[src/rtl/mcur_pkg.sv]
`timescale 1ns / 1ps
// Shared constants, request and status codes, and ring status type for the
// multichannel UART ring FIFO block. No dependencies.
package mcur_pkg;

    localparam int NUM_CHANNELS_DEF = 3;
    localparam int RX_DEPTH_DEF     = 64;
    localparam int TX_DEPTH_DEF     = 64;

    localparam int REQ_W    = 3;
    localparam int CH_W     = 2;
    localparam int DATA_W   = 8;
    localparam int COUNT_W  = 6;
    localparam int STATUS_W = 2;
    localparam int LEVEL_W  = 6;

    localparam logic [REQ_W-1:0] REQ_LINE_RX  = 3'd0;
    localparam logic [REQ_W-1:0] REQ_HOST_RD  = 3'd1;
    localparam logic [REQ_W-1:0] REQ_HOST_WR  = 3'd2;
    localparam logic [REQ_W-1:0] REQ_TX_READY = 3'd3;
    localparam logic [REQ_W-1:0] REQ_LEVEL    = 3'd4;

    localparam logic [STATUS_W-1:0] ST_OK     = 2'd0;
    localparam logic [STATUS_W-1:0] ST_FULL   = 2'd1;
    localparam logic [STATUS_W-1:0] ST_EMPTY  = 2'd2;
    localparam logic [STATUS_W-1:0] ST_BAD_CH = 2'd3;

    localparam logic [LEVEL_W-1:0] LEVEL_MAX = '1;

    // Status of the addressed ring, as seen by the control logic.
    typedef struct packed {
        logic               full;
        logic               empty;
        logic [LEVEL_W-1:0] level;      // current level, saturated
        logic [LEVEL_W-1:0] level_inc;  // level after one push, saturated
    } t_ring_stat;

endpackage

[src/rtl/mcur_if.sv]
`timescale 1ns / 1ps
// Valid/ready channel interfaces for requests and responses.
// Depends on mcur_pkg for field widths.
interface mcur_req_if;
    logic                         valid;
    logic                         ready;
    logic [mcur_pkg::REQ_W-1:0]   req_type;
    logic [mcur_pkg::CH_W-1:0]    channel;
    logic [mcur_pkg::DATA_W-1:0]  data_in;
    logic [mcur_pkg::COUNT_W-1:0] count;

    modport source (output valid, req_type, channel, data_in, count, input ready);
    modport sink   (input valid, req_type, channel, data_in, count, output ready);
endinterface

interface mcur_rsp_if;
    logic                          valid;
    logic                          ready;
    logic [mcur_pkg::STATUS_W-1:0] status;
    logic [mcur_pkg::DATA_W-1:0]   data_out;
    logic                          data_valid;
    logic                          last;
    logic [mcur_pkg::LEVEL_W-1:0]  rx_level;
    logic [mcur_pkg::LEVEL_W-1:0]  tx_level;

    modport source (output valid, status, data_out, data_valid, last, rx_level, tx_level,
                    input ready);
    modport sink   (input valid, status, data_out, data_valid, last, rx_level, tx_level,
                    output ready);
endinterface

[src/rtl/mcur_ram.sv]
`timescale 1ns / 1ps
// Generic simple dual-port RAM: one write port, one read port, registered read.
// No dependencies.
module mcur_ram #(
    parameter int WIDTH = 8,
    parameter int DEPTH = 64
) (
    input  logic                                   i_clk,
    input  logic                                   i_wr_en,
    input  logic [(DEPTH > 1 ? $clog2(DEPTH) : 1)-1:0] i_wr_addr,
    input  logic [WIDTH-1:0]                       i_wr_data,
    input  logic                                   i_rd_en,
    input  logic [(DEPTH > 1 ? $clog2(DEPTH) : 1)-1:0] i_rd_addr,
    output logic [WIDTH-1:0]                       o_rd_data
);

    logic [WIDTH-1:0] r_mem [DEPTH];
    logic [WIDTH-1:0] r_rd_data;

    always_ff @(posedge i_clk) begin
        if (i_wr_en) begin
            r_mem[i_wr_addr] <= i_wr_data;
        end
        // hold read data until the next read
        if (i_rd_en) begin
            r_rd_data <= r_mem[i_rd_addr];
        end
    end

    assign o_rd_data = r_rd_data;

endmodule

[src/rtl/mcur_ring_ptrs.sv]
`timescale 1ns / 1ps
// Head and tail pointer bank for one direction of all channels, with full,
// empty and level status for the selected channel. Depends on mcur_pkg.
module mcur_ring_ptrs #(
    parameter int NUM_CHANNELS = mcur_pkg::NUM_CHANNELS_DEF,
    parameter int DEPTH        = mcur_pkg::RX_DEPTH_DEF
) (
    input  logic                                          i_clk,
    input  logic                                          i_rst_n,
    input  logic [(NUM_CHANNELS > 1 ? $clog2(NUM_CHANNELS) : 1)-1:0] i_ch,
    input  logic                                          i_push,
    input  logic                                          i_pop,
    output logic [$clog2(DEPTH)-1:0]                      o_head_nxt,
    output logic [$clog2(DEPTH)-1:0]                      o_tail_nxt,
    output mcur_pkg::t_ring_stat                          o_stat
);

    localparam int AW = $clog2(DEPTH);
    localparam int LW = (AW > mcur_pkg::LEVEL_W) ? AW : mcur_pkg::LEVEL_W;

    logic [AW-1:0] r_head [NUM_CHANNELS];
    logic [AW-1:0] r_tail [NUM_CHANNELS];

    logic [AW-1:0] head;
    logic [AW-1:0] tail;
    logic [AW-1:0] lvl;
    logic [AW-1:0] lvl_inc;
    logic [LW-1:0] lvl_ext;
    logic [LW-1:0] lvl_inc_ext;

    assign head       = r_head[i_ch];
    assign tail       = r_tail[i_ch];
    assign o_head_nxt = head + AW'(1);
    assign o_tail_nxt = tail + AW'(1);

    assign lvl         = head - tail;
    assign lvl_inc     = lvl + AW'(1);
    assign lvl_ext     = LW'(lvl);
    assign lvl_inc_ext = LW'(lvl_inc);

    always_comb begin
        o_stat.full      = (o_head_nxt == tail);
        o_stat.empty     = (head == tail);
        o_stat.level     = (lvl_ext > LW'(mcur_pkg::LEVEL_MAX)) ? mcur_pkg::LEVEL_MAX
                                                                : lvl_ext[mcur_pkg::LEVEL_W-1:0];
        o_stat.level_inc = (lvl_inc_ext > LW'(mcur_pkg::LEVEL_MAX)) ? mcur_pkg::LEVEL_MAX
                                                                : lvl_inc_ext[mcur_pkg::LEVEL_W-1:0];
    end

    always_ff @(posedge i_clk) begin
        if (!i_rst_n) begin
            for (int i = 0; i < NUM_CHANNELS; i++) begin
                r_head[i] <= '0;
                r_tail[i] <= '0;
            end
        end else begin
            // advance the selected pointer
            if (i_push) begin
                r_head[i_ch] <= o_head_nxt;
            end
            if (i_pop) begin
                r_tail[i_ch] <= o_tail_nxt;
            end
        end
    end

endmodule

[src/rtl/multichannel_uart_ring_fifos_core.sv]
`timescale 1ns / 1ps
// Multichannel UART ring FIFOs: per-channel receive and transmit byte rings.
// A push, a level query, a rejected or empty request loads its result into the output
// register on acceptance; a pop reads its first byte into the RAM output register, then
// the output register when it frees up. A host read gives one byte per cycle once begun,
// unless the output stalls; a new request waits for idle and a free output register.
// Reset clears all pointers at once; the byte stores are not cleared, no clearing pass.
module multichannel_uart_ring_fifos_core #(
    parameter int NUM_CHANNELS = mcur_pkg::NUM_CHANNELS_DEF,
    parameter int RX_DEPTH     = mcur_pkg::RX_DEPTH_DEF,
    parameter int TX_DEPTH     = mcur_pkg::TX_DEPTH_DEF
) (
    input  logic       i_clk,
    input  logic       i_rst_n,
    mcur_req_if.sink   i_req,
    mcur_rsp_if.source o_rsp
);

    // Widths derived from the channel count and ring depths.
    localparam int CW        = (NUM_CHANNELS > 1) ? $clog2(NUM_CHANNELS) : 1;
    localparam int RX_AW     = $clog2(RX_DEPTH);
    localparam int TX_AW     = $clog2(TX_DEPTH);
    localparam int RX_MEM_D  = NUM_CHANNELS * RX_DEPTH;
    localparam int TX_MEM_D  = NUM_CHANNELS * TX_DEPTH;
    localparam int RX_MEM_AW = (RX_MEM_D > 1) ? $clog2(RX_MEM_D) : 1;
    localparam int TX_MEM_AW = (TX_MEM_D > 1) ? $clog2(TX_MEM_D) : 1;

    // Sequencer states: idle takes a request, data streams popped bytes.
    localparam logic [0:0] S_IDLE = 1'b0;
    localparam logic [0:0] S_DATA = 1'b1;

    logic [0:0]                           r_state;
    logic [0:0]                           n_state;
    logic [mcur_pkg::COUNT_W-1:0]         r_left;
    logic [mcur_pkg::COUNT_W-1:0]         n_left;
    logic [CW-1:0]                        r_ch;
    logic                                 r_is_tx;

    // Output register.
    logic                                 r_o_valid;
    logic [mcur_pkg::STATUS_W-1:0]        r_o_status;
    logic [mcur_pkg::DATA_W-1:0]          r_o_data;
    logic                                 r_o_dvalid;
    logic                                 r_o_last;
    logic [mcur_pkg::LEVEL_W-1:0]         r_o_rxl;
    logic [mcur_pkg::LEVEL_W-1:0]         r_o_txl;

    logic                                 out_load;
    logic [mcur_pkg::STATUS_W-1:0]        n_o_status;
    logic [mcur_pkg::DATA_W-1:0]          n_o_data;
    logic                                 n_o_dvalid;
    logic                                 n_o_last;
    logic [mcur_pkg::LEVEL_W-1:0]         n_o_rxl;
    logic [mcur_pkg::LEVEL_W-1:0]         n_o_txl;

    logic                                 out_free;
    logic                                 accept;
    logic                                 ch_in_ok;
    logic [CW-1:0]                        ch_in_idx;
    logic [CW-1:0]                        ch_sel;
    logic                                 fin;

    logic                                 rx_push;
    logic                                 rx_pop;
    logic                                 tx_push;
    logic                                 tx_pop;
    logic [RX_AW-1:0]                     rx_head_nxt;
    logic [RX_AW-1:0]                     rx_tail_nxt;
    logic [TX_AW-1:0]                     tx_head_nxt;
    logic [TX_AW-1:0]                     tx_tail_nxt;
    mcur_pkg::t_ring_stat                 rx_stat;
    mcur_pkg::t_ring_stat                 tx_stat;
    logic [mcur_pkg::DATA_W-1:0]          rx_rd_data;
    logic [mcur_pkg::DATA_W-1:0]          tx_rd_data;

    // Handshake: take a request only when idle and the output register frees up.
    assign out_free    = !r_o_valid || o_rsp.ready;
    assign i_req.ready = (r_state == S_IDLE) && out_free;
    assign accept      = i_req.valid && i_req.ready;

    // Channel check; drive index zero for a rejected channel so the banks
    // never see an out-of-range entry.
    assign ch_in_ok  = (int'(i_req.channel) < NUM_CHANNELS);
    assign ch_in_idx = ch_in_ok ? CW'(i_req.channel) : '0;
    assign ch_sel    = (r_state == S_IDLE) ? ch_in_idx : r_ch;

    mcur_ring_ptrs #(
        .NUM_CHANNELS (NUM_CHANNELS),
        .DEPTH        (RX_DEPTH)
    ) u_rx_ptrs (
        .i_clk      (i_clk),
        .i_rst_n    (i_rst_n),
        .i_ch       (ch_sel),
        .i_push     (rx_push),
        .i_pop      (rx_pop),
        .o_head_nxt (rx_head_nxt),
        .o_tail_nxt (rx_tail_nxt),
        .o_stat     (rx_stat)
    );

    mcur_ring_ptrs #(
        .NUM_CHANNELS (NUM_CHANNELS),
        .DEPTH        (TX_DEPTH)
    ) u_tx_ptrs (
        .i_clk      (i_clk),
        .i_rst_n    (i_rst_n),
        .i_ch       (ch_sel),
        .i_push     (tx_push),
        .i_pop      (tx_pop),
        .o_head_nxt (tx_head_nxt),
        .o_tail_nxt (tx_tail_nxt),
        .o_stat     (tx_stat)
    );

    // Byte stores: channel in the upper address bits, slot in the lower.
    // Only one ring access is in flight at a time, so a read never meets a
    // write to the same entry and no forwarding is needed.
    mcur_ram #(
        .WIDTH (mcur_pkg::DATA_W),
        .DEPTH (RX_MEM_D)
    ) u_rx_store (
        .i_clk     (i_clk),
        .i_wr_en   (rx_push),
        .i_wr_addr (RX_MEM_AW'({ch_sel, rx_head_nxt})),
        .i_wr_data (i_req.data_in),
        .i_rd_en   (rx_pop),
        .i_rd_addr (RX_MEM_AW'({ch_sel, rx_tail_nxt})),
        .o_rd_data (rx_rd_data)
    );

    mcur_ram #(
        .WIDTH (mcur_pkg::DATA_W),
        .DEPTH (TX_MEM_D)
    ) u_tx_store (
        .i_clk     (i_clk),
        .i_wr_en   (tx_push),
        .i_wr_addr (TX_MEM_AW'({ch_sel, tx_head_nxt})),
        .i_wr_data (i_req.data_in),
        .i_rd_en   (tx_pop),
        .i_rd_addr (TX_MEM_AW'({ch_sel, tx_tail_nxt})),
        .o_rd_data (tx_rd_data)
    );

    // Sequencer and result composition.
    always_comb begin
        n_state    = r_state;
        n_left     = r_left;
        rx_push    = 1'b0;
        rx_pop     = 1'b0;
        tx_push    = 1'b0;
        tx_pop     = 1'b0;
        out_load   = 1'b0;
        fin        = 1'b0;
        n_o_status = mcur_pkg::ST_OK;
        n_o_data   = '0;
        n_o_dvalid = 1'b0;
        n_o_last   = 1'b1;
        n_o_rxl    = rx_stat.level;
        n_o_txl    = tx_stat.level;

        unique case (r_state)
            S_IDLE: begin
                if (accept) begin
                    if (!ch_in_ok) begin
                        // reject: zero levels, no state change
                        out_load   = 1'b1;
                        n_o_status = mcur_pkg::ST_BAD_CH;
                        n_o_rxl    = '0;
                        n_o_txl    = '0;
                    end else begin
                        unique case (i_req.req_type)
                            mcur_pkg::REQ_LINE_RX: begin
                                out_load = 1'b1;
                                if (rx_stat.full) begin
                                    n_o_status = mcur_pkg::ST_FULL;  // drop the byte
                                end else begin
                                    rx_push = 1'b1;
                                    n_o_rxl = rx_stat.level_inc;
                                end
                            end
                            mcur_pkg::REQ_HOST_WR: begin
                                out_load = 1'b1;
                                if (tx_stat.full) begin
                                    n_o_status = mcur_pkg::ST_FULL;
                                end else begin
                                    tx_push = 1'b1;
                                    n_o_txl = tx_stat.level_inc;
                                end
                            end
                            mcur_pkg::REQ_HOST_RD: begin
                                if (i_req.count == '0) begin
                                    out_load = 1'b1;
                                end else if (rx_stat.empty) begin
                                    out_load   = 1'b1;
                                    n_o_status = mcur_pkg::ST_EMPTY;
                                end else begin
                                    // start the burst: pop the first byte
                                    rx_pop  = 1'b1;
                                    n_left  = i_req.count;
                                    n_state = S_DATA;
                                end
                            end
                            mcur_pkg::REQ_TX_READY: begin
                                if (tx_stat.empty) begin
                                    out_load   = 1'b1;
                                    n_o_status = mcur_pkg::ST_EMPTY;
                                end else begin
                                    tx_pop  = 1'b1;
                                    n_left  = mcur_pkg::COUNT_W'(1);
                                    n_state = S_DATA;
                                end
                            end
                            default: begin
                                // level query and unused codes
                                out_load = 1'b1;
                            end
                        endcase
                    end
                end
            end
            S_DATA: begin
                // the most recently read byte waits in the RAM output register
                if (out_free) begin
                    fin        = (r_left == mcur_pkg::COUNT_W'(1)) ||
                                 (r_is_tx ? tx_stat.empty : rx_stat.empty);
                    out_load   = 1'b1;
                    n_o_data   = r_is_tx ? tx_rd_data : rx_rd_data;
                    n_o_dvalid = 1'b1;
                    n_o_last   = fin;
                    if (fin) begin
                        n_state = S_IDLE;
                    end else begin
                        // advance the burst: pop the next receive byte
                        rx_pop = 1'b1;
                        n_left = r_left - mcur_pkg::COUNT_W'(1);
                    end
                end
            end
            default: begin
                n_state = S_IDLE;
            end
        endcase
    end

    // Control registers.
    always_ff @(posedge i_clk) begin
        if (!i_rst_n) begin
            r_state   <= S_IDLE;
            r_left    <= '0;
            r_o_valid <= 1'b0;
        end else begin
            r_state   <= n_state;
            r_left    <= n_left;
            r_o_valid <= out_load || (r_o_valid && !o_rsp.ready);
        end
    end

    // Payload registers.
    always_ff @(posedge i_clk) begin
        if (accept) begin
            r_ch    <= ch_in_idx;
            r_is_tx <= (i_req.req_type == mcur_pkg::REQ_TX_READY);
        end
        if (out_load) begin
            r_o_status <= n_o_status;
            r_o_data   <= n_o_data;
            r_o_dvalid <= n_o_dvalid;
            r_o_last   <= n_o_last;
            r_o_rxl    <= n_o_rxl;
            r_o_txl    <= n_o_txl;
        end
    end

    assign o_rsp.valid      = r_o_valid;
    assign o_rsp.status     = r_o_status;
    assign o_rsp.data_out   = r_o_data;
    assign o_rsp.data_valid = r_o_dvalid;
    assign o_rsp.last       = r_o_last;
    assign o_rsp.rx_level   = r_o_rxl;
    assign o_rsp.tx_level   = r_o_txl;

endmodule
[src/flat_wrapper.sv]
// flat-port wrapper written by rule: the top's interface ports become plain ports
module multichannel_uart_ring_fifos_core_flat 
#(
    parameter int NUM_CHANNELS = mcur_pkg::NUM_CHANNELS_DEF,
    parameter int RX_DEPTH     = mcur_pkg::RX_DEPTH_DEF,
    parameter int TX_DEPTH     = mcur_pkg::TX_DEPTH_DEF
)
  (i_clk, i_rst_n, i_req_valid, i_req_req_type, i_req_channel, i_req_data_in, i_req_count, i_req_ready, o_rsp_valid, o_rsp_status, o_rsp_data_out, o_rsp_data_valid, o_rsp_last, o_rsp_rx_level, o_rsp_tx_level, o_rsp_ready);
  mcur_req_if i_req_i ();
  mcur_rsp_if o_rsp_i ();
  input  logic i_clk;
  input  logic i_rst_n;
  input wire logic [$bits(i_req_i.valid)-1:0] i_req_valid;
  input wire logic [$bits(i_req_i.req_type)-1:0] i_req_req_type;
  input wire logic [$bits(i_req_i.channel)-1:0] i_req_channel;
  input wire logic [$bits(i_req_i.data_in)-1:0] i_req_data_in;
  input wire logic [$bits(i_req_i.count)-1:0] i_req_count;
  output wire logic [$bits(i_req_i.ready)-1:0] i_req_ready;
  output wire logic [$bits(o_rsp_i.valid)-1:0] o_rsp_valid;
  output wire logic [$bits(o_rsp_i.status)-1:0] o_rsp_status;
  output wire logic [$bits(o_rsp_i.data_out)-1:0] o_rsp_data_out;
  output wire logic [$bits(o_rsp_i.data_valid)-1:0] o_rsp_data_valid;
  output wire logic [$bits(o_rsp_i.last)-1:0] o_rsp_last;
  output wire logic [$bits(o_rsp_i.rx_level)-1:0] o_rsp_rx_level;
  output wire logic [$bits(o_rsp_i.tx_level)-1:0] o_rsp_tx_level;
  input wire logic [$bits(o_rsp_i.ready)-1:0] o_rsp_ready;
  assign i_req_i.valid = i_req_valid;
  assign i_req_i.req_type = i_req_req_type;
  assign i_req_i.channel = i_req_channel;
  assign i_req_i.data_in = i_req_data_in;
  assign i_req_i.count = i_req_count;
  assign i_req_ready = i_req_i.ready;
  assign o_rsp_valid = o_rsp_i.valid;
  assign o_rsp_status = o_rsp_i.status;
  assign o_rsp_data_out = o_rsp_i.data_out;
  assign o_rsp_data_valid = o_rsp_i.data_valid;
  assign o_rsp_last = o_rsp_i.last;
  assign o_rsp_rx_level = o_rsp_i.rx_level;
  assign o_rsp_tx_level = o_rsp_i.tx_level;
  assign o_rsp_i.ready = o_rsp_ready;
  multichannel_uart_ring_fifos_core #(.NUM_CHANNELS(NUM_CHANNELS), .RX_DEPTH(RX_DEPTH), .TX_DEPTH(TX_DEPTH)) u_core (.i_clk(i_clk), .i_rst_n(i_rst_n), .i_req(i_req_i), .o_rsp(o_rsp_i));
endmodule
[config.mk]
export PLATFORM = sky130hd
export DESIGN_NAME = multichannel_uart_ring_fifos_core_flat
export DESIGN_NICKNAME = d
export VERILOG_FILES = /design/src/rtl/mcur_pkg.sv /design/src/rtl/mcur_if.sv /design/src/rtl/mcur_ram.sv /design/src/rtl/mcur_ring_ptrs.sv /design/src/rtl/multichannel_uart_ring_fifos_core.sv /design/src/flat_wrapper.sv
export SDC_FILE = /design/constraint.sdc
export NUM_CORES = 2
export LEC_CHECK = 0
export BUFFER_PORTS_ARGS = -buffer_cell sky130_fd_sc_hd__buf_2
export CORE_ASPECT_RATIO = 1.5
export CORE_UTILIZATION = 45
export DETAILED_ROUTE_END_ITERATION = 6
export PLACE_DENSITY_LB_ADDON = 0.12
export REMOVE_ABC_BUFFERS = 1
export SLEW_MARGIN = 25
export SYNTH_ARGS = -nofsm -noshare
export SYNTH_HDL_FRONTEND = slang
export SYNTH_SLANG_ARGS = --single-unit
[constraint.sdc]
create_clock -name i_clk -period 8.4 [get_ports i_clk]
set_input_delay 0.42 -clock i_clk [delete_from_list [all_inputs] [get_ports i_clk]]
set_output_delay 0.42 -clock i_clk [all_outputs]
set_load 0.02 [all_outputs]
Word-level counts from Yosys, hierarchy flattened
Memory sizes are Yosys's and may differ from the RTL's. A register that Yosys moved wholly into a read port is not among the register bits.
Cells that the tools add are included.
{"block": "totals", "latch_bits": 0, "word_cells": 163, "out_inout_bits": 26, "regBits": 35, "mem_count": 6, "ram_bits": 3144, "rom_bits": 0, "input_bits": 23}
{"memory": "u_core.u_rx_store.r_mem", "words": 192, "width": 8, "read_ports": 1, "rd_clocked_by_memory_dff": 1, "write_ports": 1, "line_no": "mcur_ram.sv:17", "text": "logic [WIDTH-1:0] r_mem [DEPTH];"}
{"memory": "u_core.u_tx_store.r_mem", "words": 192, "width": 8, "read_ports": 1, "rd_clocked_by_memory_dff": 1, "write_ports": 1, "line_no": "mcur_ram.sv:17"}
{"memory": "u_core.u_rx_ptrs.r_head", "words": 3, "width": 6, "read_ports": 1, "rd_clocked_by_memory_dff": 0, "write_ports": 3, "line_no": "mcur_ring_ptrs.sv:21", "text": "logic [AW-1:0] r_head [NUM_CHANNELS];"}
{"memory": "u_core.u_rx_ptrs.r_tail", "words": 3, "width": 6, "read_ports": 1, "rd_clocked_by_memory_dff": 0, "write_ports": 3, "line_no": "mcur_ring_ptrs.sv:22", "text": "logic [AW-1:0] r_tail [NUM_CHANNELS];"}
{"memory": "u_core.u_tx_ptrs.r_head", "words": 3, "width": 6, "read_ports": 1, "rd_clocked_by_memory_dff": 0, "write_ports": 3, "line_no": "mcur_ring_ptrs.sv:21"}
{"memory": "u_core.u_tx_ptrs.r_tail", "words": 3, "width": 6, "read_ports": 1, "rd_clocked_by_memory_dff": 0, "write_ports": 3, "line_no": "mcur_ring_ptrs.sv:22"}
{"block": "op_classes", "n_mul": 0, "div": 0, "n_reduce_logical": 17, "n_shift": 0, "add_sub_neg": 9, "eq_ne": 16, "bitwise_logic": 2, "n_lt_le_gt_ge": 5, "mux": 97}
{"operator": "$mux 6", "count": 25}
{"operator": "$mux 1", "count": 53}
{"operator": "$add 6x1->6 const B", "count": 6}
{"operator": "$eq 6x6->1", "count": 4}
{"operator": "$gt 6x6->1 const B", "count": 4}
{"operator": "$pmux 6 s2", "count": 2}
{"operator": "$reduce_or 6->1", "count": 4}
{"operator": "$mux 2", "count": 10}
{"operator": "$ne 3x3->1 const B", "count": 4}
{"operator": "$sub 6x6->6", "count": 2}
{"operator": "$pmux 1 s2", "count": 5}
{"operator": "$mux 8", "count": 1}
{"operator": "$pmux 2 s4", "count": 1}
{"operator": "$reduce_and 8->1", "count": 1}
{"operator": "$eq 3x2->1 const B", "count": 2}
{"operator": "$eq 6x1->1 const B", "count": 1}
{"operator": "$logic_not 6->1", "count": 1}
{"operator": "$sub 6x1->6 const B", "count": 1}
{"operator": "$ne 2x1->1 const B", "count": 2}
{"operator": "$ne 2x2->1 const B", "count": 2}
{"operator": "$eq 3x1->1 const B", "count": 1}
{"operator": "$logic_and 1x1->1", "count": 3}
{"operator": "$logic_not 3->1", "count": 1}
{"operator": "$logic_or 1x1->1", "count": 3}
{"operator": "other kinds (5)", "count": 7}

Longest topological paths before layout
An unclocked memory read counts as a cell.
{"block": "depth", "ltp_word": 16, "ltp_mapped": 28, "depth_no_buf": 15}

Modules after synthesis
Synthesis repeated with hierarchy kept, for this count alone.
{"block": "unflattened", "cells_unflattened": 6210, "hier_area_um2": 127187.0}
{"module": "mcur_ram", "cells_per_inst": 2818, "seq_area_each_um2": 46364.5, "n_inst": 2, "area_per_inst_um2": 60010.1}
{"module": "mcur_ring_ptrs", "cells_per_inst": 206, "seq_area_each_um2": 1441.4, "n_inst": 2, "area_per_inst_um2": 2636.3}
{"module": "multichannel_uart_ring_fifos_core", "cells_per_inst": 162, "seq_area_each_um2": 970.9, "n_inst": 1, "area_per_inst_um2": 1894.3}

Worst setup path before layout
Ideal clock, no wire load.
{"block": "synth_path", "path_kind": "reg2reg", "start": "register u_core.r_state", "end": "register u_core.u_rx_store.r_rd_data[5], in the netlist u_core.u_rx_store.o_rd_data[5], read port of u_core.u_rx_store.r_mem (data pin)", "path_slack_ns": 2.606, "stages_incl_launch_ff": 23, "t_arrival_ns": 5.522, "period_less_slack_ns": 5.794, "t_required_ns": 8.128, "n_path_buf": 14, "setup_time_ns": 0.272, "path_cell_list": "dfxtp_1 buf_2 or3b_1 buf_2 nand2_2 buf_4 buf_4 a211oi_1 nor2_1 buf_2 buf_2 clkbuf_1 buf_2 buf_2 ha_1 clkbuf_1 clkbuf_1 clkbuf_1 buf_1 clkbuf_1 mux4_2 a2111oi_0 a211oi_1"}
{"block": "synth_via", "elab_cells_between_ends": 21, "classes_between": "add/sub: 1; eq/ne: 2; mux: 10; bitwise: 1; reduce/logical: 3; memory: 4"}
{"item": "start, declared", "line_no": "multichannel_uart_ring_fifos_core.sv:32", "text": "logic [0:0] r_state;"}
{"item": "start signal, assigned", "line_no": "multichannel_uart_ring_fifos_core.sv:252", "text": "r_state <= n_state;"}
{"item": "$mux 2", "line_no": "multichannel_uart_ring_fifos_core.sv:85", "text": "assign ch_sel = (r_state == S_IDLE) ? ch_in_idx : r_ch;"}
{"item": "$mem_v2 3x6"}
{"item": "$add 6x1->6", "line_no": "mcur_ring_ptrs.sv:34", "text": "assign o_tail_nxt = tail + AW'(1);"}
{"item": "named net u_core.rx_tail_nxt[1]", "line_no": "multichannel_uart_ring_fifos_core.sv:68", "text": "logic [RX_AW-1:0] rx_tail_nxt;"}
{"item": "end, declared", "line_no": "mcur_ram.sv:18", "text": "logic [WIDTH-1:0] r_rd_data;"}
The timed path passes the listed nets, and every way through them passes these cells.
A chain may end at the register's enable or synchronous reset.

Worst setup path after layout
{"block": "layout_path", "start": "register u_core.r_state", "end": "register u_core.u_tx_store.r_rd_data[6], in the netlist u_core.u_tx_store.o_rd_data[6], read port of u_core.u_tx_store.r_mem (data pin)"}
{"block": "layout_via", "elab_cells_between_ends": 13, "classes_between": "add/sub: 1; eq/ne: 1; mux: 6; bitwise: 1; reduce/logical: 2; memory: 2"}
{"item": "$mux 2", "line_no": "multichannel_uart_ring_fifos_core.sv:85"}
{"item": "$mem_v2 3x6"}
{"item": "$add 6x1->6", "line_no": "mcur_ring_ptrs.sv:34"}
{"item": "named net u_core.tx_tail_nxt[1]", "line_no": "multichannel_uart_ring_fifos_core.sv:70", "text": "logic [TX_AW-1:0] tx_tail_nxt;"}
{"item": "end, declared", "line_no": "mcur_ram.sv:18"}
The timed path passes the listed nets, and every way through them passes these cells.

==> results.sh <==
export IMPL_synth_area_sq_um=130000
export IMPL_synth_avg_cell_area_sq_um=15.9
export IMPL_synthTopCellsByArea="edfxtp_1 74%, mux4_2 7.4%, nand2_1 4.3%"
export IMPL_cts_tree="yes"
export IMPL_max_freq_mhz=147
export IMPL_grt_pass1_vias=75500
export IMPL_grt_overflow_total=0
export IMPL_regToRegSetupSlack_ps=1600
export IMPL_reg2reg_to="u_core.u_tx_store.o_rd_data[6]$_DFFE_PP_"
export IMPL_whs_endpoint="u_core.u_tx_store.r_mem[52][5]$_DFFE_PP_"
export IMPL_hold_path_cell_count=1
export IMPL_drt_iter0_drc=8137
export IMPL_drive_gt1_share_pct=16.4
export IMPL_synth_ff_type="edfxtp_1"
export IMPL_die_area_sq_um=291000
export IMPL_ir_worst_vdd_v=0.000191
export IMPL_grt_max_degree=148
export IMPL_yosys_warnings=0
export IMPL_track_usage_pct=28.6
export IMPL_ios=49
export IMPL_worstPathArrival_ps=7360
export IMPL_nets=8217
export IMPL_wl_per_cell_um=34.3
export IMPL_critPathLaunchType="flip-flop"
export IMPL_synth_edff_count=3211
export IMPL_grt_pass1_wl_um=583000
export IMPL_ant_nets=0
export IMPL_rsz0062_at_grt="false"
export IMPL_synth_cell_types=91
export IMPL_firstDrtPassIters=7
export IMPL_initial_core_util_pct=45.2
export IMPL_fin_ws_ps=1600
export IMPL_gp_congestion=0.933
export IMPL_async_flop_share_pct=0
export IMPL_finalHoldViolCount=0
export IMPL_synthTopCellsByCount="3,211 x edfxtp_1, 1,490 x nand2_1, 425 x mux4_2, 355 x nor2_1, 299 x nand3_1"
export IMPL_worstPathMaxFanout=62
export IMPL_antenna_found_initial=20
export IMPL_required_ps=8960
export IMPL_slowest_delay_ps=840
export IMPL_cts_sinks=3219
export IMPL_r2r_cells=17
export IMPL_fin_util_pct=50.4
export IMPL_slowest_stage="a2111oi_0"
export IMPL_ys_seq_area_share_pct=74.4
export IMPL_tightest_slew_ps=1220
export IMPL_synth_top_area_share_pct=74.3
export IMPL_clock_latency_ps=890
export IMPL_clock_skew_ps=62.9
export IMPL_vias=75200
export IMPL_worstReg2RegStart="u_core.r_state$_SDFF_PN0_"
export IMPL_synth_largest_area_cell="edfxtp_1"
export IMPL_status="complete, but fails checks"
export IMPL_fillCellCount=24000
export IMPL_viasPerCell=6.18
export IMPL_path_cells="buf_4, nand2_1, buf_4, a311oi_1, a22o_4, inv_8, ha_4, buf_4, buf_4, mux4_2, nand2_1, and3_1, a311oi_1, buf_4, a2111oi_0, a21boi_0, a2111oi_0"
export IMPL_clockBufferDepth=4
export IMPL_period_share_pct=81.0
export IMPL_netlist_instances=8143
export IMPL_areaGrowthSynthToFinish_pct=11.6
export IMPL_synth_most_common_cell="edfxtp_1"
export IMPL_wl_um=418000
export IMPL_core_area_sq_um=287000
export IMPL_dp_hpwl_um=266000
export IMPL_hold_ws_ps=51.3
export IMPL_endpoint_kind="flip-flop"
export IMPL_route_detailed_drc=1
export IMPL_leakagePower_nw=46.2
export IMPL_max_slew_margin_pct=18.4
export IMPL_die_width_um=440
export IMPL_violations="design-rule violations"
export IMPL_tns_ps=0
export IMPL_cts_buffers=309
export IMPL_min_period_ps=6800
export IMPL_post_place_ws_ps=1120
export IMPL_p_per_area_nw_per_um2=259
export IMPL_slew_viol_final=0
export IMPL_hp_start="i_req_data_in[5]"
export IMPL_path_class="flip-flop to flip-flop"
export IMPL_io_buffers=48
export IMPL_setup_viol=0
export IMPL_cts_root_buffer="clkbuf_16"
export IMPL_cpMostUsedCell="buf_4"
export IMPL_path_clk_slew_ps=60
export IMPL_max_cap_violations=0
export IMPL_rows=241
export IMPL_h_tree_depth=5
export IMPL_synth_seq_cells=3219
export IMPL_fp_dieH_um=660
export IMPL_min_path_type="input pin to flip-flop"
==> layout make-up <==
| cell class | count | area [sq um] | share of cell area, % |
|---|---|---|---|
| inverters | 51 | 229 | 0.158 |
| flip-flops and latches | 3219 | 96600 | 66.7 |
| repair buffers | 239 | 2150 | 1.48 |
| clock buffers | 377 | 8190 | 5.65 |
| diodes | 12 | 30.0 | 0.0207 |
| multi-input cells | 4344 | 31700 | 21.9 |
| well taps | 3766 | 4710 | 3.25 |
| clock inverters | 158 | 1250 | 0.865 |
==> flip-flops by register name (all words and copies together) (netlist names) <==
register / count
u_core.o_rsp.data_out: 8
u_core.o_rsp.data_valid: 1
u_core.o_rsp.last: 1
u_core.o_rsp.rx_level: 6
u_core.o_rsp.status: 2
u_core.o_rsp.tx_level: 6
u_core.o_rsp.valid: 1
u_core.r_ch: 2
u_core.r_is_tx: 1
u_core.r_left: 6
u_core.r_state: 1
u_core.u_rx_ptrs.r_head: 24
u_core.u_rx_ptrs.r_tail: 24
u_core.u_rx_store.o_rd_data: 8
u_core.u_rx_store.r_mem: 1536
u_core.u_tx_ptrs.r_head: 24
u_core.u_tx_ptrs.r_tail: 24
u_core.u_tx_store.o_rd_data: 8
u_core.u_tx_store.r_mem: 1536
==> worst max path at each step <==
stage / slack, ps / to / cells after the start / from
3_5_place_dp: 1120 / u_core.u_rx_store.r_mem[124][7]$_DFFE_PP_ / 17 / i_req_channel[0]
5_1_grt: 1440 / u_core.u_tx_store.r_mem[64][4]$_DFFE_PP_ / 15 / u_core.r_state$_SDFF_PN0_
2_1_floorplan: -18760 / u_core.u_tx_store.o_rd_data[4]$_DFFE_PP_ / 14 / u_core.r_state$_SDFF_PN0_
4_1_cts: 1450 / u_core.u_rx_store.r_mem[127][7]$_DFFE_PP_ / 16 / u_core.r_state$_SDFF_PN0_
3_3_place_gp: 1280 / u_core.u_rx_store.r_mem[100][1]$_DFFE_PP_ / 17 / i_req_channel[0]
6_report: 1600 / u_core.u_tx_store.o_rd_data[6]$_DFFE_PP_ / 17 / u_core.r_state$_SDFF_PN0_
==> stage by stage <==
| step | instance area (sq um) | total power, mW | cells |
|---|---|---|---|
| after global placement | 134000 | 24.3 | 11600 |
| after CTS | 144000 | 37.7 | 12200 |
| after floorplan | 127000 | 21.9 | 7614 |
| after detailed placement | 135000 | 24.3 | 11600 |
| final | 145000 | 37.6 | 12200 |
| after global routing | 145000 | 38.5 | 12200 |
==> critical path: cells and delay by family, from the launching register on <==
| family | cells | cell delay [ps] |
|---|---|---|
| flops | 1 | 340 |
| fa+ha+maj | 1 | 620 |
| simple gates | 3 | 580 |
| mux | 1 | 420 |
| compound gates | 6 | 2380 |
| buf+inv | 6 | 2030 |
==> timing repair <==
action	CTS	global route
hold endpoints to repair	95	0
gates resized for setup	0	0
setup buffers	0	0
hold buffers	7	0
==> layout by cell type, fill, tap and decap left out, types with 21 or more instances in the layout <==
cell | Yosys | layout
a211oi_1 | 61 | 61
a21oi_1 | 241 | 241
a221oi_1 | 21 | 21
a22oi_1 | 25 | 25
a311oi_1 | 119 | 119
a31oi_1 | 115 | 115
a32oi_1 | 39 | 39
and3_1 | 223 | 223
buf_12 | 0 | 28
buf_2 | 203 | 40
buf_4 | 54 | 153
clkbuf_1 | 238 | 58
clkbuf_16 | 0 | 318
clkinv_1 | 4 | 68
clkinv_2 | 0 | 54
edfxtp_1 | 3211 | 3211
ha_1 | 28 | 26
inv_1 | 41 | 38
mux2_2 | 24 | 24
mux2i_1 | 168 | 168
mux4_2 | 425 | 425
nand2_1 | 1490 | 1466
nand2_2 | 1 | 23
nand3_1 | 299 | 298
nand4_1 | 40 | 40
nor2_1 | 355 | 341
nor3_1 | 225 | 34
nor3_2 | 0 | 189
nor4_1 | 25 | 25
o21ai_0 | 117 | 115
o22ai_1 | 24 | 24
==> layer usage <==
metal | part of all wire, % | wire length (um) | up-vias | track usage [%]
li1 | - | - | 31700 | -
met1 | 35 | 148000 | 39200 | 33.6
met2 | 51 | 213000 | 3357 | 49.1
met3 | 6.5 | 27000 | 889 | 4.19
met4 | 7.2 | 29900 | 8 | 17.7
met5 | 0.013 | 54 | - | 0
==> power by group <==
part | switching (mW) | internal, mW
clock network | 6.02 | 7.48
logic | 4.44 | 1.82
registers | 0.0532 | 17.7
==> cell families (layout without fill, tap and decap cells) <==
kind of cell               Yosys count  after routing  share of synthesized area (%)
xor gates and xnor gates            44             44                          0.337
and+or+nand+nor                   2723           2723                           9.12
AOI/OAI and AO/OA                  912            912                           4.77
muxes                              617            617                           8.88
other                                1             30                        0.00289
buffers and inverters              597            825                           2.16
DFF                               3219           3219                           74.4
adders and majority gates           30             30                          0.301
No activity file was read; power rests on OpenSTA's default activity.
